--- src/vdoa_fifo.sv ---
// Short register queue between the front and back ends.
`timescale 1ns / 1ps
`default_nettype none

module vdoa_fifo #(
   parameter int unsigned WIDTH = 32,
   parameter int unsigned DEPTH = 2
) (
   input  wire logic             clock,
   input  wire logic             reset,
   input  wire logic             push,
   input  wire logic [WIDTH-1:0] wdata,
   input  wire logic             pop,
   output      logic [WIDTH-1:0] rdata,
   output      logic             full,
   output      logic             empty
);

   localparam int unsigned PTR_W = (DEPTH > 1) ? $clog2(DEPTH) : 1;
   localparam int unsigned CNT_W = $clog2(DEPTH + 1);

   logic [WIDTH-1:0] entry_ff [DEPTH];
   logic [PTR_W-1:0] wr_ptr_ff, wr_ptr_in;
   logic [PTR_W-1:0] rd_ptr_ff, rd_ptr_in;
   logic [CNT_W-1:0] count_ff, count_in;
   logic             do_push, do_pop;

   assign full    = (count_ff == CNT_W'(DEPTH));
   assign empty   = (count_ff == '0);
   assign do_push = push && !full;
   assign do_pop  = pop && !empty;
   assign rdata   = entry_ff[rd_ptr_ff];

   // Advance pointers and count
   always_comb begin
      wr_ptr_in = wr_ptr_ff;
      rd_ptr_in = rd_ptr_ff;
      count_in  = count_ff;
      if (do_push) begin
         wr_ptr_in = (wr_ptr_ff == PTR_W'(DEPTH - 1)) ? '0 : wr_ptr_ff + 1'b1;
      end
      if (do_pop) begin
         rd_ptr_in = (rd_ptr_ff == PTR_W'(DEPTH - 1)) ? '0 : rd_ptr_ff + 1'b1;
      end
      if (do_push && !do_pop) begin
         count_in = count_ff + 1'b1;
      end else if (do_pop && !do_push) begin
         count_in = count_ff - 1'b1;
      end
   end

   always_ff @(posedge clock) begin
      if (reset) begin
         wr_ptr_ff <= '0;
         rd_ptr_ff <= '0;
         count_ff  <= '0;
      end else begin
         wr_ptr_ff <= wr_ptr_in;
         rd_ptr_ff <= rd_ptr_in;
         count_ff  <= count_in;
      end
   end

   // Store the pushed entry
   always_ff @(posedge clock) begin
      if (do_push) begin
         entry_ff[wr_ptr_ff] <= wdata;
      end
   end

endmodule

`default_nettype wire

--- config.mk ---
export PLATFORM = sky130hd
export DESIGN_NAME = vdoa_fifo
export DESIGN_NICKNAME = d
export VERILOG_FILES = /design/src/vdoa_fifo.sv
export SDC_FILE = /design/constraint.sdc
export NUM_CORES = 1
export LEC_CHECK = 0
export BUFFER_PORTS_ARGS = -buffer_cell sky130_fd_sc_hd__buf_2
export CORE_UTILIZATION = 54
export DETAILED_ROUTE_END_ITERATION = 10
export PLACE_DENSITY = 0.89
export SYNTH_ARGS = -nofsm -noshare
export SYNTH_HDL_FRONTEND = slang
export SYNTH_SLANG_ARGS = --single-unit
--- constraint.sdc ---
create_clock -name clock -period 4.2 [get_ports clock]
set_clock_uncertainty 0.15 [all_clocks]
set_input_delay 0.42 -clock clock [delete_from_list [all_inputs] [get_ports clock]]
set_output_delay 0.42 -clock clock [all_outputs]
set_load 0.01 [all_outputs]
# After elaboration in Yosys (flattened, before gate mapping)
# Memories as Yosys holds them, arrays and structs flattened. A register that Yosys moved wholly into a read port is not among the register bits.
# Cells that the tools add are included.
classes:
  addsub: 4
  muxes: 8
  n_eq_ne: 1
  reduce_logical: 10
ops:
  columns: ["cell", "n"]
  rows:
  - ["2-to-1 mux 1 bit", 6]
  - ["logical AND 1 bit", 4]
  - ["logical NOT 1 bit", 4]
  - ["2-to-1 mux 2 bit", 2]
  - ["adder 1 bit (second input constant)", 2]
  - ["adder 2 x 1 -> 2 bit (second input constant)", 1]
  - ["== test 2 bit (second input constant)", 1]
  - ["logical NOT 2 bit", 1]
  - ["nonzero test 2 bit", 1]
  - ["subtractor 2 x 1 -> 2 bit (second input constant)", 1]
totals:
  output_inout_bits: 34
  ff_bits: 4
  inputBits: 36
  mem_bits_rw: 64
  n_memories: 1
  elab_cells: 27
mem_list:
  columns: ["name", "depth", "word_bits", "read_ports", "rd_ports_with_merged_regs", "wr", "line_no", "source"]
  rows:
  - ["entry_ff", 2, 32, 1, 1, 1, "22", "logic [WIDTH-1:0] entry_ff [DEPTH];"]

# Longest topological paths before layout
depth:
  depth_word: 7
  mapped_depth: 6
  mapped_depth_nobuf: 6

# Least setup slack after synthesis
# Ideal clock, no wire load.
synth_timing:
  kind: "register -> register"
  from: "reg count_ff[1]"
  to: "mem entry_ff[0][0], enable pin"
  stages_incl_launch_ff: 4
  setup_ns: 0.387
  synth_period_minus_slack_ns: 2.000
  path_buffers: 0
  t_required_ns: 3.663
  slack_ns: 2.200
  t_arrival_ns: 1.463
  cell_sequence: "dfxtp_1 nor2b_2 or3_1 inv_1"
synth_via:
  elab_chain_len: 5
synth_lines:
  columns: ["element", "line_no", "source"]
  rows:
  - ["start: declaration", "25", "logic [CNT_W-1:0] count_ff, count_in;"]
  - ["start signal: assignment", "60", "count_ff <= count_in;"]
  - ["== test 2 bit", "28", "assign full = (count_ff == CNT_W'(DEPTH));"]
  - ["named net full", "15", "output logic full,"]
  - ["logical NOT 1 bit", "30", "assign do_push = push && !full;"]
  - ["logical AND 1 bit", "30", null]
  - ["2-to-1 mux 1 bit", "66", "if (do_push) begin"]
  - ["2-to-1 mux 1 bit (implied by the code)", "67", "entry_ff[wr_ptr_ff] <= wdata;"]
  - ["end: declaration", "22", null]
# The timed path passes the listed nets, and every way through them passes these cells.

==> impl_metrics.env <==
export IMPL_whs_path_depth=1
export IMPL_setup_tns_ns=0
export IMPL_firstDrtPassIters=4
export IMPL_hold_viol_final=0
export IMPL_io_buffers=69
export IMPL_end_kind="output port"
export IMPL_wirelength_um=4020
export IMPL_drv_slew=0
export IMPL_dpl_cell_area_mm2=0.00293
export IMPL_ctsHoldBuffers=0
export IMPL_syn_area_per_cell_um2=20.2
export IMPL_drc=0
export IMPL_vdd_ir_drop_max_mv=0.417
export IMPL_pin_count=70
export IMPL_synth_warnings=0
export IMPL_synth_top_family_by_area="multiplexers"
export IMPL_stdcell_area_mm2=0.00316
export IMPL_worstHoldPathType="in -> reg"
export IMPL_ys_ff_latch=69
export IMPL_final_cell_mix="buf_2 (69), edfxtp_1 (64), mux2_2 (30), clkbuf_8 (9)"
export IMPL_antenna_left=0
export IMPL_cts_inserted_buffers=9
export IMPL_nNetsFinal=241
export IMPL_required_ns=3.63
export IMPL_holdCritStartpoint="wdata[15]"
export IMPL_cts_max_level=3
export IMPL_cts_resized=0
export IMPL_synthMuxAreaShare_pct=14.3
export IMPL_crit_path_cell_trace="buf_4, mux2_2, buf_2"
export IMPL_r2r_start="count_ff[0]"
export IMPL_wire_per_inst_um=15.5
export IMPL_path_clk_slew_ns=0.07
export IMPL_cts_max_path_buffers=2
export IMPL_antenna_found_initial=0
export IMPL_worstSetupStartpointType="flip-flop"
export IMPL_crit_type="reg -> out"
export IMPL_clock_sinks=69
export IMPL_ff2ff_path_depth=4
export IMPL_max_clock_freq_mhz=429
export IMPL_coreArea_mm2=0.00441
export IMPL_grt_total_usage_pct=17.7
export IMPL_whs_ns=0.130
export IMPL_yosysUniqueCellTypes=15
export IMPL_syn_to_final_growth_pct=25.1
export IMPL_design_die_area_mm2=0.00496
export IMPL_cts_root_buf="clkbuf_8"
export IMPL_crit_cells=3
export IMPL_vias_per_cell=5.14
export IMPL_drive_above_1_share_pct=56.3
export IMPL_fin_crit_ns=2.33
export IMPL_initial_core_util_pct=57.2
export IMPL_cp_top_family="buffers and inverters"
export IMPL_vias=1337
export IMPL_status="finished clean"
export IMPL_synth_compound_area_share_pct=0.991
export IMPL_critPathArrivalTime_ns=1.76
export IMPL_grt_max_degree=27
export IMPL_cp_max_fo=26
export IMPL_maxCapViolCount=0
export IMPL_layout_commonest_cell="buf_2"
export IMPL_syn_cell_area_mm2=0.00253
export IMPL_grt_pass1_wl_um=6420
export IMPL_grt_setup_unrepaired="false"
export IMPL_cellPowerDensity_mw_per_mm2=627
export IMPL_fin_crit_sh_pct=55.4
export IMPL_post_cts_buffers=0
export IMPL_fp_row_count=24
export IMPL_syn_inst=125
export IMPL_ys_seq_area_share_pct=80.0
export IMPL_slowest_stage="dfxtp_1"
export IMPL_slowest_delay_ns=0.49
export IMPL_synth_adder_area_share_pct=0.495
export IMPL_slew_limit_headroom_pct=65.5
export IMPL_grt_pass1_vias=1396
export IMPL_drtIter0Drc=109
export IMPL_ys_top_cells_by_area="edfxtp_1 (76%), mux2_2 (13%), dfxtp_1 (4.0%)"
export IMPL_netlist_area_leader_share_pct=76.1
export IMPL_finalSetupViolCount=0
export IMPL_die_height_um=70.4
export IMPL_synth_xor_area_share_pct=1.04
export IMPL_gr_total_overflow=0
export IMPL_diodes=0
export IMPL_power_mw=1.98
export IMPL_routabilityCongestion=0.714
export IMPL_critPathBufInv=2
export IMPL_p_leak_nw=1.22
export IMPL_die_w_um=70.4
export IMPL_synth_nets=162
export IMPL_clock_latency_ns=0.32
export IMPL_synthSimpleGateAreaFrac_pct=1.83
export IMPL_tightestPinTransition_ns=0.517
export IMPL_tritoncts="built"
export IMPL_synth_top_area_cell="edfxtp_1"
export IMPL_hpwl_um=2650
worst paths after layout:
check	end	slack, ns
setup / recovery	rdata[27]	1.87
setup reg to reg	entry_ff[0][12]	2.09
hold reg to reg	count_ff[1]	0.37
hold / removal	entry_ff[0][15]	0.13
Yosys cell counts:
library cell	number
nor2b_2	1
mux2_2	30
ha_1	1
xor2_1	3
mux2_1	2
and2_1	1
edfxtp_1	64
o21ai_0	3
inv_1	2
nor2_1	5
or3_1	2
a21oi_1	2
dfxtp_1	5
buf_4	3
clkbuf_1	1
worst reg2reg max path, stage by stage (launching register included):
cell     delay (ns)
dfxtp_1        0.43
nor2b_2        0.09
or3_1          0.33
inv_1          0.40
buf_4          0.38
metal layers:
layer	wire [um]	track usage (%)
met1	1760	23.5
met2	1860	26.7
met3	342	6.35
met4	51	7.33
met5	0	0
cell families after synthesis:
family | after synthesis
adders and majority gates | 1
AOI/OAI and AO/OA | 5
xor gates and xnor gates | 3
muxes | 32
buffers and inverters | 6
DFF | 69
and+or+nand+nor | 9
cell type report:
type,instances,area [um^2]
Timing Repair Buffer,72,368
Fill cell,287,1250
Sequential cell,69,2020
Clock inverter,5,100
Multi-Input combinational cell,50,470
Clock buffer,10,128
Tap cell,52,65.1
Inverter,2,7.51
per-stage QoR:
stage                     worst slack [ns]  util, %  instances
after floorplan                       2.20        -        125
after global placement                2.06     66.4        245
after detailed placement              2.02     66.4        245
after CTS                             1.85     71.6        260
after global routing                  1.76     71.6        260
final                                 1.87     71.6        260
registers in the layout (all words and copies together), names as in the netlist, named ones only:
| register | count |
|---|---|
| entry_ff | 64 |
| wr_ptr_ff | 1 |
| count_ff | 2 |
| rd_ptr_ff | 1 |
power breakdown:
group          leakage, nW  total (mW)  switching (mW)  internal (mW)
clock network        0.116       0.611           0.221          0.389
logic                0.464       0.466           0.244          0.222
registers            0.639       0.904          0.0379          0.866
Power figures use the tool's default switching activity.
