$ cat src/vdoa_pkg.sv
// Shared types and codes for the voxel delta overlay apply block.
`timescale 1ns / 1ps
`default_nettype none

package vdoa_pkg;

   // Item operation codes; codes above OP_READ behave like a read
   typedef enum logic [2:0] {
      OP_LOAD    = 3'd0,
      OP_ADD     = 3'd1,
      OP_REMOVE  = 3'd2,
      OP_REPLACE = 3'd3,
      OP_READ    = 3'd4
   } vdoa_op_type;

   // Result status codes
   typedef enum logic [1:0] {
      ST_DONE = 2'd0,
      ST_OOB  = 2'd1,
      ST_SKIP = 2'd2
   } vdoa_status_type;

   // Configuration register indexes
   typedef enum logic [1:0] {
      CSR_SIZE_X = 2'd0,
      CSR_SIZE_Y = 2'd1,
      CSR_SIZE_Z = 2'd2
   } vdoa_csr_type;

   // Back end sequencer states
   typedef enum logic {
      B_IDLE  = 1'b0,
      B_APPLY = 1'b1
   } vdoa_bstate_type;

   localparam int unsigned COORD_W  = 16;
   localparam int unsigned LABEL_W  = 8;
   localparam int unsigned SIZE_W   = 7;
   localparam int unsigned CELL_W   = LABEL_W + 1;
   localparam logic [SIZE_W-1:0] SIZE_RESET = 7'd64;

   // Classified item as it travels from front to back (address kept apart)
   typedef struct packed {
      vdoa_op_type        op;
      logic [LABEL_W-1:0] label;
      logic               occ;
      logic               authored;
      logic               oob;
   } vdoa_cmd_type;

endpackage

`default_nettype wire

$ cat src/vdoa_front.sv
// Front end: grid extent registers, bounds check and address forming.
`timescale 1ns / 1ps
`default_nettype none

module vdoa_front
   import vdoa_pkg::*;
#(
   parameter int unsigned AXIS_BITS = 6
) (
   input  wire logic                   clock,
   input  wire logic                   reset,
   input  wire logic                   csr_write,
   input  wire logic [1:0]             csr_index,
   input  wire logic [SIZE_W-1:0]      csr_data,
   input  wire logic [2:0]             req_operation,
   input  wire logic [COORD_W-1:0]     req_coord_x,
   input  wire logic [COORD_W-1:0]     req_coord_y,
   input  wire logic [COORD_W-1:0]     req_coord_z,
   input  wire logic [LABEL_W-1:0]     req_label_in,
   input  wire logic                   req_occupied_in,
   input  wire logic                   req_authored,
   output      vdoa_cmd_type           cmd,
   output      logic [3*AXIS_BITS-1:0] cmd_addr
);

   localparam logic [COORD_W-1:0] AXIS_SPAN = COORD_W'(2 ** AXIS_BITS);

   logic [SIZE_W-1:0] size_x_ff, size_y_ff, size_z_ff;
   logic              in_x, in_y, in_z;

   // Coordinate must be non-negative and below the clamped extent
   function automatic logic in_axis(input logic [COORD_W-1:0] c,
                                    input logic [SIZE_W-1:0]  ext);
      logic [COORD_W-1:0] lim;
      lim = {{(COORD_W - SIZE_W){1'b0}}, ext};
      if (lim > AXIS_SPAN) begin
         lim = AXIS_SPAN;
      end
      return !c[COORD_W-1] && (c < lim);
   endfunction

   // Hold the grid extents
   always_ff @(posedge clock) begin
      if (reset) begin
         size_x_ff <= SIZE_RESET;
         size_y_ff <= SIZE_RESET;
         size_z_ff <= SIZE_RESET;
      end else if (csr_write) begin
         case (csr_index)
            CSR_SIZE_X: size_x_ff <= csr_data;
            CSR_SIZE_Y: size_y_ff <= csr_data;
            CSR_SIZE_Z: size_z_ff <= csr_data;
            default: ;
         endcase
      end
   end

   // Classify the incoming item
   assign in_x = in_axis(req_coord_x, size_x_ff);
   assign in_y = in_axis(req_coord_y, size_y_ff);
   assign in_z = in_axis(req_coord_z, size_z_ff);

   always_comb begin
      cmd.op       = vdoa_op_type'(req_operation);
      cmd.label    = req_label_in;
      cmd.occ      = req_occupied_in;
      cmd.authored = req_authored;
      cmd.oob      = !(in_x && in_y && in_z);
   end

   assign cmd_addr = {req_coord_z[AXIS_BITS-1:0], req_coord_y[AXIS_BITS-1:0],
                      req_coord_x[AXIS_BITS-1:0]};

endmodule

`default_nettype wire

$ cat config.mk
export PLATFORM = sky130hd
export DESIGN_NAME = vdoa_front
export DESIGN_NICKNAME = d
export VERILOG_FILES = /design/src/vdoa_pkg.sv /design/src/vdoa_front.sv
export SDC_FILE = /design/constraint.sdc
export NUM_CORES = 1
export LEC_CHECK = 0
export ABC_AREA = 1
export BUFFER_PORTS_ARGS = -buffer_cell sky130_fd_sc_hd__buf_2
export CORE_ASPECT_RATIO = 0.75
export CORE_MARGIN = 2
export CORE_UTILIZATION = 25
export CTS_BUF_LIST = sky130_fd_sc_hd__clkbuf_8
export CTS_CLUSTER_DIAMETER = 50
export DETAILED_ROUTE_END_ITERATION = 10
export GPL_TIMING_DRIVEN = 0
export PLACE_DENSITY = 0.59
export SYNTH_ARGS = -nofsm -noshare
export SYNTH_HDL_FRONTEND = slang
export SYNTH_SLANG_ARGS = --single-unit
$ cat constraint.sdc
create_clock -name clock -period 3.85 [get_ports clock]
set_clock_uncertainty 0.1 [all_clocks]
set_input_delay 0.9625 -clock clock [delete_from_list [all_inputs] [get_ports clock]]
set_output_delay 0.9625 -clock clock [all_outputs]
set_load 0.01 [all_outputs]
After elaboration in Yosys (flattened, before gate mapping):

Index checks and enable logic that the tools add are counted.
Widths: inputs -> output; s select.

* $lt $le $gt $ge: 6
* equal/unequal tests: 2
* muxes and demuxes: 3
* reductions and logical operators: 13

Operator list (number)
* $lt 16x16->1: 3
* $gt 7x7->1 const B: 3
* $mux 7: 3
* $reduce_and 2->1: 3
* $logic_and 1x1->1: 5
* $logic_not 1->1: 4
* $eq 2x1->1 const B: 1
* $eq 2x2->1 const B: 1
* $logic_not 2->1: 1

* register bits after elaboration: 21
* bits of input ports: 73
* output and inout port bits: 32

Logic depth before layout (Yosys ltp):

* depth in word-level cells: 7
* mapped depth: 12
* depth with buffers taken out: 12

Worst setup path after synthesis:

No wires, ideal clock.

* path kind: input -> output
* start point: input req_coord_y[6]
* end point: output cmd[0] (netlist name)
* arrival time: 1.773 ns
* data required time: 2.788 ns
* path slack: 1.014 ns
* cell stages on the path: 9
* buffers on the path: 0
* cells stage by stage: ha_1 -> inv_1 -> nor2_1 -> nand3_1 -> o21ai_0 -> inv_1 -> nand3_1 -> nor2_1 -> nand3_1

RTL lines
* start: declaration: RTL line vdoa_front.sv:17 `input wire logic [COORD_W-1:0] req_coord_y,`
* end: declaration: RTL line vdoa_front.sv:22 `output vdoa_cmd_type cmd,`

==> results.toml <==
[route]
drc = 0
vias = 1760
drt-initial-drc-count = 44
viasPerCell = 4.17
ant_nets = 0
drt-pass1-iter-count = 4
wl_per_cell_um = 9.95
routed_wirelength_um = 4200

[status]
status = "completed"

[layout]
antenna_cells = 0
ff_latch_area_sq_um = 420
nNetsFinal = 433
drive_gt1_share_pct = 39.3
area_growth_pct = 36.7
multi_input_area_sq_um = 902
fillers = 708

[critical_path]
cp_cell_sequence = "buf_2 -> ha_1 -> inv_1 -> nor2_1 -> nand3_1 -> a21oi_1 -> nor2_1 -> nand3_1 -> buf_2"
critPathRequiredTime_ps = 2790
worst-setup-path-type = "primary input to output port"
arrival_ps = 2080
cp-end-kind = "output port"
setup.worst_path.start_class = "primary input"
rrSetupSlack_ps = 2910
max_stage_delay_ps = 260
critPathMaxFanout = 3
critPathSlowestCell = "ha_1"

[run]
maxCapViolCount = 0

[placed_design]
gp_congestion = 0.772
numPortBuffers = 91
hpwl_um = 3660

[floorplan]
core_sq_um = 6320
num_rows = 25
die_area_sq_um = 7240
initial_core_util_pct = 26.0
io_pins = 105
die_h_um = 74.2
dieWidth_um = 97.6

[clock_tree]
cts-hold-fix-buffers = 0
cts_buffer_depth = 2
cts_setup_buffers = 0
cts-root-buf = "clkbuf_8"
clkSlewWorstSetupHoldPaths_ps = 80
cts_resized = 0
insertion_delay_ps = 260
cts-buffers-inserted = 3
tritoncts = "yes"
htree_levels = 1
clock-sinks = 21

[timing]
holdWs_ps = 408
hold_viol = 0
finalSetupViolCount = 0
fin_crit_ps = 3150
rsz0062_at_grt = "false"
tightest_slew_ps = 376
slew_headroom_pct = 74.9
fmax_mhz = 318
fin_tns_setup_ps = 0
min_period_over_period_pct = 81.7
slew_violations = 0

[global_routing]
grt_remaining_overflow = 0
grt_pass1_wl_um = 6780
grt.total_usage_pct = 11.5
grt_pass1_vias = 1513
antenna_found_initial = 0
grt_max_degree = 13

[synthesis]
synth_cell_types = 19
synth.avg_cell_area_sq_um = 6.67
netlist_area_sq_um = 1640
ys_ff_latch = 21
synth-warning-count = 0
yosysSeqAreaShare_pct = 25.6
syn_inst = 246
syn_nets = 337

[hold_path]
hp-class = "register to register"

[power]
p_per_area_nw_per_um2 = 240
total_leakage_power_nw = 1.18
p_total_uw = 539
ir_worst_vdd_uv = 114
[worst max-delay path: cells and delay by family]
family          cells  cell delay (ps)
buf+inv             3              260
compound gates      1              180
simple gates        4              410
fa+ha+maj           1              260
[final cells by class]
type                            instances  area share, %
Clock buffer                            3           1.84
Buffer                                 33           10.7
Inverter                               21           3.51
Clock inverter                          1          0.223
Multi-Input combinational cell        171           40.2
Sequential cell                        21           18.7
Tap cell                               81           4.52
Timing Repair Buffer                   91           20.3
[Yosys cell counts]
master | number | area share [%]
nor2_1 | 64 | 15
nand2_1 | 42 | 9.6
buf_4 | 31 | 14
dfxtp_1 | 21 | 26
o21ai_0 | 21 | 6.4
ha_1 | 18 | 14
inv_1 | 17 | 3.9
nand3_1 | 10 | 3.0
a21oi_1 | 5 | 1.5
inv_2 | 3 | 0.69
o211ai_1 | 3 | 1.4
and3_1 | 2 | 0.76
clkbuf_1 | 2 | 0.46
nor3_4 | 2 | 2.0
a31o_2 | 1 | 0.53
clkinv_1 | 1 | 0.23
nand3_2 | 1 | 0.61
or2_0 | 1 | 0.38
or2_2 | 1 | 0.38
[sequential cells by signal (all words and copies together), names as in the netlist]
name and cells:
size_x_ff 7, size_y_ff 7, size_z_ff 7
[stage by stage]
step                utilization [%]  worst slack [ps]  std cells  area (sq um)
floorplan                         -              1010        246          1640
global placement               34.8               719        418          2200
detailed placement             34.8               687        418          2200
CTS                            35.5               682        422          2240
global route                   35.5               562        422          2240
finish                         35.5               704        422          2240
[power by group]
group          internal [mW]  switching, mW
Combinational         0.0806         0.0755
Clock                 0.0722         0.0756
Sequential             0.228        0.00721
[cells in the final DEF, fill, tap and decap left out, types with 5 or more instances in the layout]
cell type,synthesis,final
nand2_1,42,42
nor2_1,64,64
o21ai_0,21,21
nand3_1,10,10
inv_1,17,17
buf_4,31,31
dfxtp_1,21,21
a21oi_1,5,5
buf_2,0,91
ha_1,18,18
[per-layer routing]
metal	share of wire, %	wire (um)	global-route usage, %	up-vias
met3	12	509	4.89	2
met4	0.17	7	1.39	0
met1	48	2000	16.0	738
met5	0	0	0	-
li1	-	-	-	946
met2	40	1680	17.1	74
[logic make-up after synthesis]
group / Yosys count / synth area share [%]
flip-flops: 21 / 25.6
AO/OA/AOI/OAI: 30 / 9.83
adder cells (fa/ha/maj): 18 / 13.7
buffers and inverters: 54 / 19.4
AND/OR/NAND/NOR: 123 / 31.4
[worst paths after layout]
| path | startpoint | endpoint | depth (start not counted) |
|---|---|---|---|
| worst max-delay path | req_coord_y[6] | cmd[0] | 9 |
| worst min-delay path | size_y_ff[0] | size_y_ff[0] | 2 |
| worst max register to register | size_x_ff[6] | size_x_ff[6] | 2 |
| worst min register to register | size_y_ff[0] | size_y_ff[0] | 2 |
Note: power is estimated with default switching activity, not from simulation.
