### src/vdoa_pkg.sv
// Shared types and codes for the voxel delta overlay apply block.
`timescale 1ns / 1ps
`default_nettype none

package vdoa_pkg;

   // Item operation codes; codes above OP_READ behave like a read
   typedef enum logic [2:0] {
      OP_LOAD    = 3'd0,
      OP_ADD     = 3'd1,
      OP_REMOVE  = 3'd2,
      OP_REPLACE = 3'd3,
      OP_READ    = 3'd4
   } vdoa_op_type;

   // Result status codes
   typedef enum logic [1:0] {
      ST_DONE = 2'd0,
      ST_OOB  = 2'd1,
      ST_SKIP = 2'd2
   } vdoa_status_type;

   // Configuration register indexes
   typedef enum logic [1:0] {
      CSR_SIZE_X = 2'd0,
      CSR_SIZE_Y = 2'd1,
      CSR_SIZE_Z = 2'd2
   } vdoa_csr_type;

   // Back end sequencer states
   typedef enum logic {
      B_IDLE  = 1'b0,
      B_APPLY = 1'b1
   } vdoa_bstate_type;

   localparam int unsigned COORD_W  = 16;
   localparam int unsigned LABEL_W  = 8;
   localparam int unsigned SIZE_W   = 7;
   localparam int unsigned CELL_W   = LABEL_W + 1;
   localparam logic [SIZE_W-1:0] SIZE_RESET = 7'd64;

   // Classified item as it travels from front to back (address kept apart)
   typedef struct packed {
      vdoa_op_type        op;
      logic [LABEL_W-1:0] label;
      logic               occ;
      logic               authored;
      logic               oob;
   } vdoa_cmd_type;

endpackage

`default_nettype wire

### src/vdoa_back.sv
// Back end: read-modify-write of one voxel per item and the result register.
`timescale 1ns / 1ps
`default_nettype none

module vdoa_back
   import vdoa_pkg::*;
#(
   parameter int unsigned ADDR_W = 18
) (
   input  wire logic                clock,
   input  wire logic                reset,
   input  wire logic                q_empty,
   input  wire vdoa_cmd_type        q_cmd,
   input  wire logic [ADDR_W-1:0]   q_addr,
   output      logic                q_pop,
   output      logic [ADDR_W-1:0]   ram_addr,
   output      logic                ram_we,
   output      logic [CELL_W-1:0]   ram_wdata,
   input  wire logic [CELL_W-1:0]   ram_rdata,
   input  wire logic                rsp_pop,
   output      logic                rsp_valid,
   output      logic                rsp_occupied_out,
   output      logic [LABEL_W-1:0]  rsp_label_out,
   output      logic [1:0]          rsp_status
);

   vdoa_bstate_type    state_ff, state_in;
   vdoa_cmd_type       cmd_ff;
   logic [ADDR_W-1:0]  addr_ff;
   logic               rsp_valid_ff, rsp_valid_in;
   logic               rsp_occ_ff;
   logic [LABEL_W-1:0] rsp_label_ff;
   vdoa_status_type    rsp_status_ff;
   logic               out_free, apply_fire, take;
   logic [CELL_W-1:0]  cell_new;
   vdoa_status_type    status_new;

   assign out_free = !rsp_valid_ff || rsp_pop;

   // Sequencer: issue the read, then apply once the result slot is free
   always_comb begin
      state_in   = state_ff;
      take       = 1'b0;
      apply_fire = 1'b0;
      case (state_ff)
         B_IDLE: begin
            if (!q_empty) begin
               take     = 1'b1;
               state_in = B_APPLY;
            end
         end
         B_APPLY: begin
            if (out_free) begin
               apply_fire = 1'b1;
               state_in   = B_IDLE;
            end
         end
         default: state_in = B_IDLE;
      endcase
   end

   assign q_pop    = take;
   assign ram_addr = (state_ff == B_IDLE) ? q_addr : addr_ff;

   // Modify the stored voxel
   always_comb begin
      cell_new   = ram_rdata;
      status_new = ST_DONE;
      case (cmd_ff.op)
         OP_LOAD:   cell_new = {cmd_ff.occ, cmd_ff.label};
         OP_ADD: begin
            if (ram_rdata[LABEL_W] && !cmd_ff.authored) begin
               status_new = ST_SKIP;
            end else begin
               cell_new = {1'b1, cmd_ff.label};
            end
         end
         OP_REMOVE: cell_new = {1'b0, ram_rdata[LABEL_W-1:0]};
         OP_REPLACE: begin
            if (ram_rdata[LABEL_W]) begin
               cell_new = {1'b1, cmd_ff.label};
            end
         end
         default:   cell_new = ram_rdata;
      endcase
      if (cmd_ff.oob) begin
         cell_new   = '0;
         status_new = ST_OOB;
      end
   end

   assign ram_we    = apply_fire && !cmd_ff.oob;
   assign ram_wdata = cell_new;

   always_comb begin
      rsp_valid_in = rsp_valid_ff;
      if (apply_fire) begin
         rsp_valid_in = 1'b1;
      end else if (rsp_pop) begin
         rsp_valid_in = 1'b0;
      end
   end

   // Control registers
   always_ff @(posedge clock) begin
      if (reset) begin
         state_ff     <= B_IDLE;
         rsp_valid_ff <= 1'b0;
      end else begin
         state_ff     <= state_in;
         rsp_valid_ff <= rsp_valid_in;
      end
   end

   // Latch the item and the result
   always_ff @(posedge clock) begin
      if (take) begin
         cmd_ff  <= q_cmd;
         addr_ff <= q_addr;
      end
      if (apply_fire) begin
         rsp_occ_ff    <= cell_new[LABEL_W];
         rsp_label_ff  <= cell_new[LABEL_W-1:0];
         rsp_status_ff <= status_new;
      end
   end

   assign rsp_valid        = rsp_valid_ff;
   assign rsp_occupied_out = rsp_occ_ff;
   assign rsp_label_out    = rsp_label_ff;
   assign rsp_status       = rsp_status_ff;

   // A result appears only after an apply step
   a_rsp_from_apply: assert property (@(posedge clock) disable iff (reset)
      $rose(rsp_valid_ff) |-> $past(state_ff == B_APPLY))
      else $error("result appeared without an apply step");

   // Memory is written only while applying
   a_we_in_apply: assert property (@(posedge clock) disable iff (reset)
      ram_we |-> (state_ff == B_APPLY) && out_free)
      else $error("voxel write outside apply step");

   // Out of bounds items never touch the store
   a_oob_no_write: assert property (@(posedge clock) disable iff (reset)
      (state_ff == B_APPLY) && cmd_ff.oob |-> !ram_we)
      else $error("out of bounds item wrote the store");

   // Out of bounds results report an empty voxel
   a_oob_zero: assert property (@(posedge clock) disable iff (reset)
      rsp_valid_ff && (rsp_status_ff == ST_OOB) |-> !rsp_occ_ff && (rsp_label_ff == '0))
      else $error("out of bounds result carries voxel data");

   // A waiting result holds while not popped
   a_rsp_hold: assert property (@(posedge clock) disable iff (reset)
      rsp_valid_ff && !rsp_pop |=> rsp_valid_ff && $stable(rsp_label_ff))
      else $error("waiting result changed");

endmodule

`default_nettype wire

### config.mk
export PLATFORM = sky130hd
export DESIGN_NAME = vdoa_back
export DESIGN_NICKNAME = d
export VERILOG_FILES = /design/src/vdoa_pkg.sv /design/src/vdoa_back.sv
export SDC_FILE = /design/constraint.sdc
export NUM_CORES = 1
export LEC_CHECK = 0
export ABC_AREA = 0
export BUFFER_PORTS_ARGS = -buffer_cell sky130_fd_sc_hd__buf_4
export CORE_MARGIN = 2
export CORE_UTILIZATION = 30
export CTS_BUF_LIST = sky130_fd_sc_hd__clkbuf_4
export DETAILED_ROUTE_END_ITERATION = 16
export GPL_ROUTABILITY_DRIVEN = 0
export MAX_ROUTING_LAYER = met4
export SYNTH_ARGS = -nofsm -noshare
export SYNTH_HDL_FRONTEND = slang
export SYNTH_SLANG_ARGS = --single-unit
export TNS_END_PERCENT = 50
### constraint.sdc
create_clock -name clock -period 3.5 [get_ports clock]
set_clock_uncertainty 0.1 [all_clocks]
set_input_delay 0.875 -clock clock [delete_from_list [all_inputs] [get_ports clock]]
set_output_delay 0.875 -clock clock [all_outputs]
set_load 0.02 [all_outputs]
# Yosys cells after proc, flatten, opt, wreduce, memory -nomap -nowiden
# Index checks and enable logic that the tools add are counted.
[totals]
wordCells = 41
in_bits = 45
ff_bits = 45
[op_classes]
reduce_logical = 9
n_mux = 15
bitwise = 2
n_eq_ne = 3
[op_table]
columns = ["operator", "count"]
rows = [
  ["$pmux W9 S4", 1],
  ["$mux W9", 3],
  ["$mux W18", 1],
  ["$mux W1", 8],
  ["$eq A3 B2 Y1 const B", 2],
  ["$eq A3 B1 Y1 const B", 1],
  ["$logic_not A1 Y1", 3],
  ["$logic_not A3 Y1", 1],
  ["$logic_and A1 B1 Y1", 2],
  ["$mux W2", 1],
  ["$not A1 Y1", 2],
  ["$pmux W1 S2", 1],
  ["$reduce_bool A2 Y1", 1],
  ["$reduce_or A2 Y1", 1],
  ["$logic_or A1 B1 Y1", 1],
]

# Depth between registers and ports, before layout
[depth]
word_depth = 5
depth_mapped = 4
mapped_depth_nobuf = 3

# Worst setup path after synthesis
# Ideal clock, no wire load.
[synth_path]
path_kind = "input port to output port"
startpoint = "input port q_empty"
endpoint = "output port q_pop"
path_stages = 1
path_buffers = 0
slack_ns = 0.047
arrival_ns = 2.478
cell_sequence = "nor2_1"
[synth_between]
elab_chain_len = 2
[synth_lines]
columns = ["item", "line", "rtl"]
rows = [
  ["from (decl)", "vdoa_back.sv:12", "input wire logic q_empty,"],
  ["$mux W1", "vdoa_back.sv:47", "if (!q_empty) begin"],
  ["$mux W1", "vdoa_back.sv:45", "case (state_ff)"],
  ["to (decl)", "vdoa_back.sv:15", "output logic q_pop,"],
]
# No other way between the ends.

# Worst setup path in the final report
[layout_path]
startpoint = "input port ram_rdata[8]"
endpoint = "output port ram_wdata[2]"
[layout_between]
elab_chain_len = 4
[layout_lines]
columns = ["item", "line", "rtl"]
rows = [
  ["from (decl)", "vdoa_back.sv:19", "input wire logic [CELL_W-1:0] ram_rdata,"],
  ["$logic_and A1 B1 Y1", "vdoa_back.sv:72", "if (ram_rdata[LABEL_W] && !cmd_ff.authored) begin"],
  ["$mux W9", "vdoa_back.sv:72", ""],
  ["$pmux W9 S4 *", "vdoa_back.sv:69", "case (cmd_ff.op)"],
  ["$mux W9 *", "vdoa_back.sv:86", "if (cmd_ff.oob) begin"],
  ["to (decl)", "vdoa_back.sv:18", "output logic [CELL_W-1:0] ram_wdata,"],
]
# Every way passes the cells marked *; elsewhere a longest branch is shown, timed or not.

==> out/qor.yml <==
max_freq_ghz: 0.329
drv_cap: 0
dr.pass1.iters: 4
drive_gt1_share_pct: 63.8
ctsResizeCount: 0
dieArea_um2: 7300
slew_headroom_pct: 57.9
final_nets: 251
start_util_pct: 31.2
postSynthAreaPerCell_um2: 16.7
finalHoldViolations: 0
r2r_start: "cmd_ff[13]$_DFFE_PP_"
grt_first_pass_wirelength_um: 6670
die_height_um: 85.5
num_vias: 1362
ys_ff_latch: 45
critPathMaxFanout: 11
async_flop_share_pct: 0
worst_slew_pin_slew_ns: 0.632
crit_chain: "buf_4, and4bb_1, o31ai_2, a21oi_1, buf_4"
r2r_end: "rsp_label_out[2]$_DFFE_PP_"
hp-start: "rsp_valid$_SDFFE_PP0P_"
synthesis.nets: 164
endpoint_kind: "output port"
finalPower_mw: 1.22
synth_edf_count: 43
power.leakage_nw: 1.08
synthCells: 119
critPathRequiredTime_ns: 2.52
clock_latency_ns: 0.35
antenna_found_initial: 0
crit_type: "input port to output port"
finalCritPeriodShare_pct: 86.7
p_per_area_nw_per_um2: 438
antennaDiodeCount: 0
finalNonFillerCells: 284
ant_nets: 0
grt_overflow: 0
cp_common_cell: "buf_4"
status: "finished, final reports clean"
vias_per_cell: 4.80
worstPathArrival_ns: 2.06
yosys.area.top_type: "edfxtp_1"
rsz0062_at_grt: "false"
ys_warn_count: 0
cts_max_level: 2
holdPathStages: 2
clk_pin_slew_ns: 0.13
tns_ns: 0
setup_viol: 0
wl_per_cell_um: 15.4
die_x_um: 85.5
numPortBuffers: 85
synthToLayoutAreaGrowth_pct: 39.8
detail_route.iter0.violations: 55
placed_cells: 276
syn-cell-area_um2: 1990
min_to: "rsp_valid$_SDFFE_PP0P_"
slew_viol_final: 0
cp-start-kind: "input port"
coreArea_um2: 6390
hp-class: "flip-flop to flip-flop"
ff2ff_path_depth: 3
dp_hpwl_um: 3220
post_cts_buffers: 0
min_period_ns: 3.04
yosysSeqAreaShare_pct: 66.9
synth_common_cells: "edfxtp_1, mux2_2, a21oi_1"
grt_pass1_vias: 1369
ctsHoldBuffers: 0
cts_sinks: 45
yosysUniqueCellTypes: 22
cts_tree: "built"
r2r_slack_ns: 1.76
io_pins: 86
grtUsageTotal_pct: 12.2
grt_max_degree: 33
num_rows: 29
drc: 0
synthFlopType: "edfxtp_1"
vdd_drop_max_mv: 0.188
cpPeakStageDelay_ns: 0.50
cts-root-buf: "clkbuf_4"
cts_made_buffers: 5
clock_path_buffers: 2
ys_top_cells_by_area: "edfxtp_1, mux2_2, o31ai_2"
wl_um: 4380
crit_slowest_cell: "and4bb_1"
yosysMostFrequentCell: "edfxtp_1"
synth_top_cell_area_share_pct: 64.9
==> state kept, by name (all words and copies together), names as in the netlist <==
| register | count |
|---|---|
| state_ff | 1 |
| cmd_ff | 14 |
| rsp_valid | 1 |
| addr_ff | 18 |
| rsp_occupied_out | 1 |
| rsp_status | 2 |
| rsp_label_out | 8 |
==> power by group <==
| part | switching [mW] | total, mW | internal [mW] |
|---|---|---|---|
| clock | 0.165 | 0.322 | 0.157 |
| sequential | 0.0175 | 0.650 | 0.632 |
| combinational | 0.126 | 0.248 | 0.122 |
| total | 0.308 | 1.22 | 0.911 |
==> area by class of cell <==
cell class,count,area (um2)
timing repair buffer,88,661
fill,610,3600
sequential,45,1330
inverter,1,3.75
multi-input combinational,65,612
tap,77,96.3
clock buffer,6,45.0
clock inverter,2,33.8
==> critical path, delay by kind of cell <==
kind | cells | cell delay, ns
simple gates | 1 | 0.50
buf+inv | 2 | 0.34
compound gates | 2 | 0.33
==> kinds of logic (layout without fill, tap and decap cells) <==
logic type	Yosys count	after routing	share of synthesized area [%]
flops	45	45	66.9
mux	26	26	14.7
buf+inv	9	97	2.76
simple gates	10	10	3.71
compound gates	29	29	11.9
==> per-layer routing <==
| layer | GRT usage, % | vias to the layer above | part of all wire, % |
|---|---|---|---|
| met5 | - | - | 0 |
| met4 | 3.90 | 0 | 1.3 |
| met3 | 4.38 | 6 | 9.1 |
| met2 | 19.8 | 72 | 47 |
| met1 | 14.2 | 629 | 42 |
| li1 | - | 655 | - |
==> worst max-delay path by stage <==
| stage | depth (start not counted) | startpoint | to | slack [ns] |
|---|---|---|---|---|
| global placement | 5 | ram_rdata[8] | ram_wdata[2] | 0.48 |
| finish | 5 | ram_rdata[8] | ram_wdata[2] | 0.46 |
| CTS | 5 | ram_rdata[8] | ram_wdata[2] | 0.44 |
| detailed placement | 5 | ram_rdata[8] | ram_wdata[2] | 0.45 |
| floorplan | 1 | q_empty | q_pop | 0.05 |
| global route | 5 | ram_rdata[8] | ram_wdata[2] | 0.36 |
==> per-stage QoR <==
stage | area (um2) | setup slack (ns) | utilization, % | hold WS [ns]
after global placement | 2700 | 0.484 | 42.3 | 0.381
after global routing | 2780 | 0.361 | 43.6 | 0.443
after detailed placement | 2700 | 0.445 | 42.3 | 0.394
final | 2780 | 0.465 | 43.6 | 0.419
after CTS | 2780 | 0.441 | 43.6 | 0.417
after floorplan | 1990 | 0.0468 | - | 0.349
==> layout by cell type, fill, tap and decap left out <==
cell,synthesis,layout
o31ai_2,8,8
nor2b_1,2,2
nand3b_2,1,1
edfxtp_1,43,43
nor2_2,1,1
and4bb_1,1,1
nor4_1,1,1
mux2_2,26,26
nand2b_1,1,1
o21ai_0,2,2
bufinv_16,0,1
a211oi_1,1,1
buf_4,0,88
and3b_1,1,1
a32oi_1,8,8
dfxtp_1,2,2
and2_1,1,1
nor2_4,0,1
clkbuf_4,0,6
clkinv_1,0,1
inv_1,1,1
a21oi_1,10,10
No activity file was read; power rests on OpenSTA's default activity.
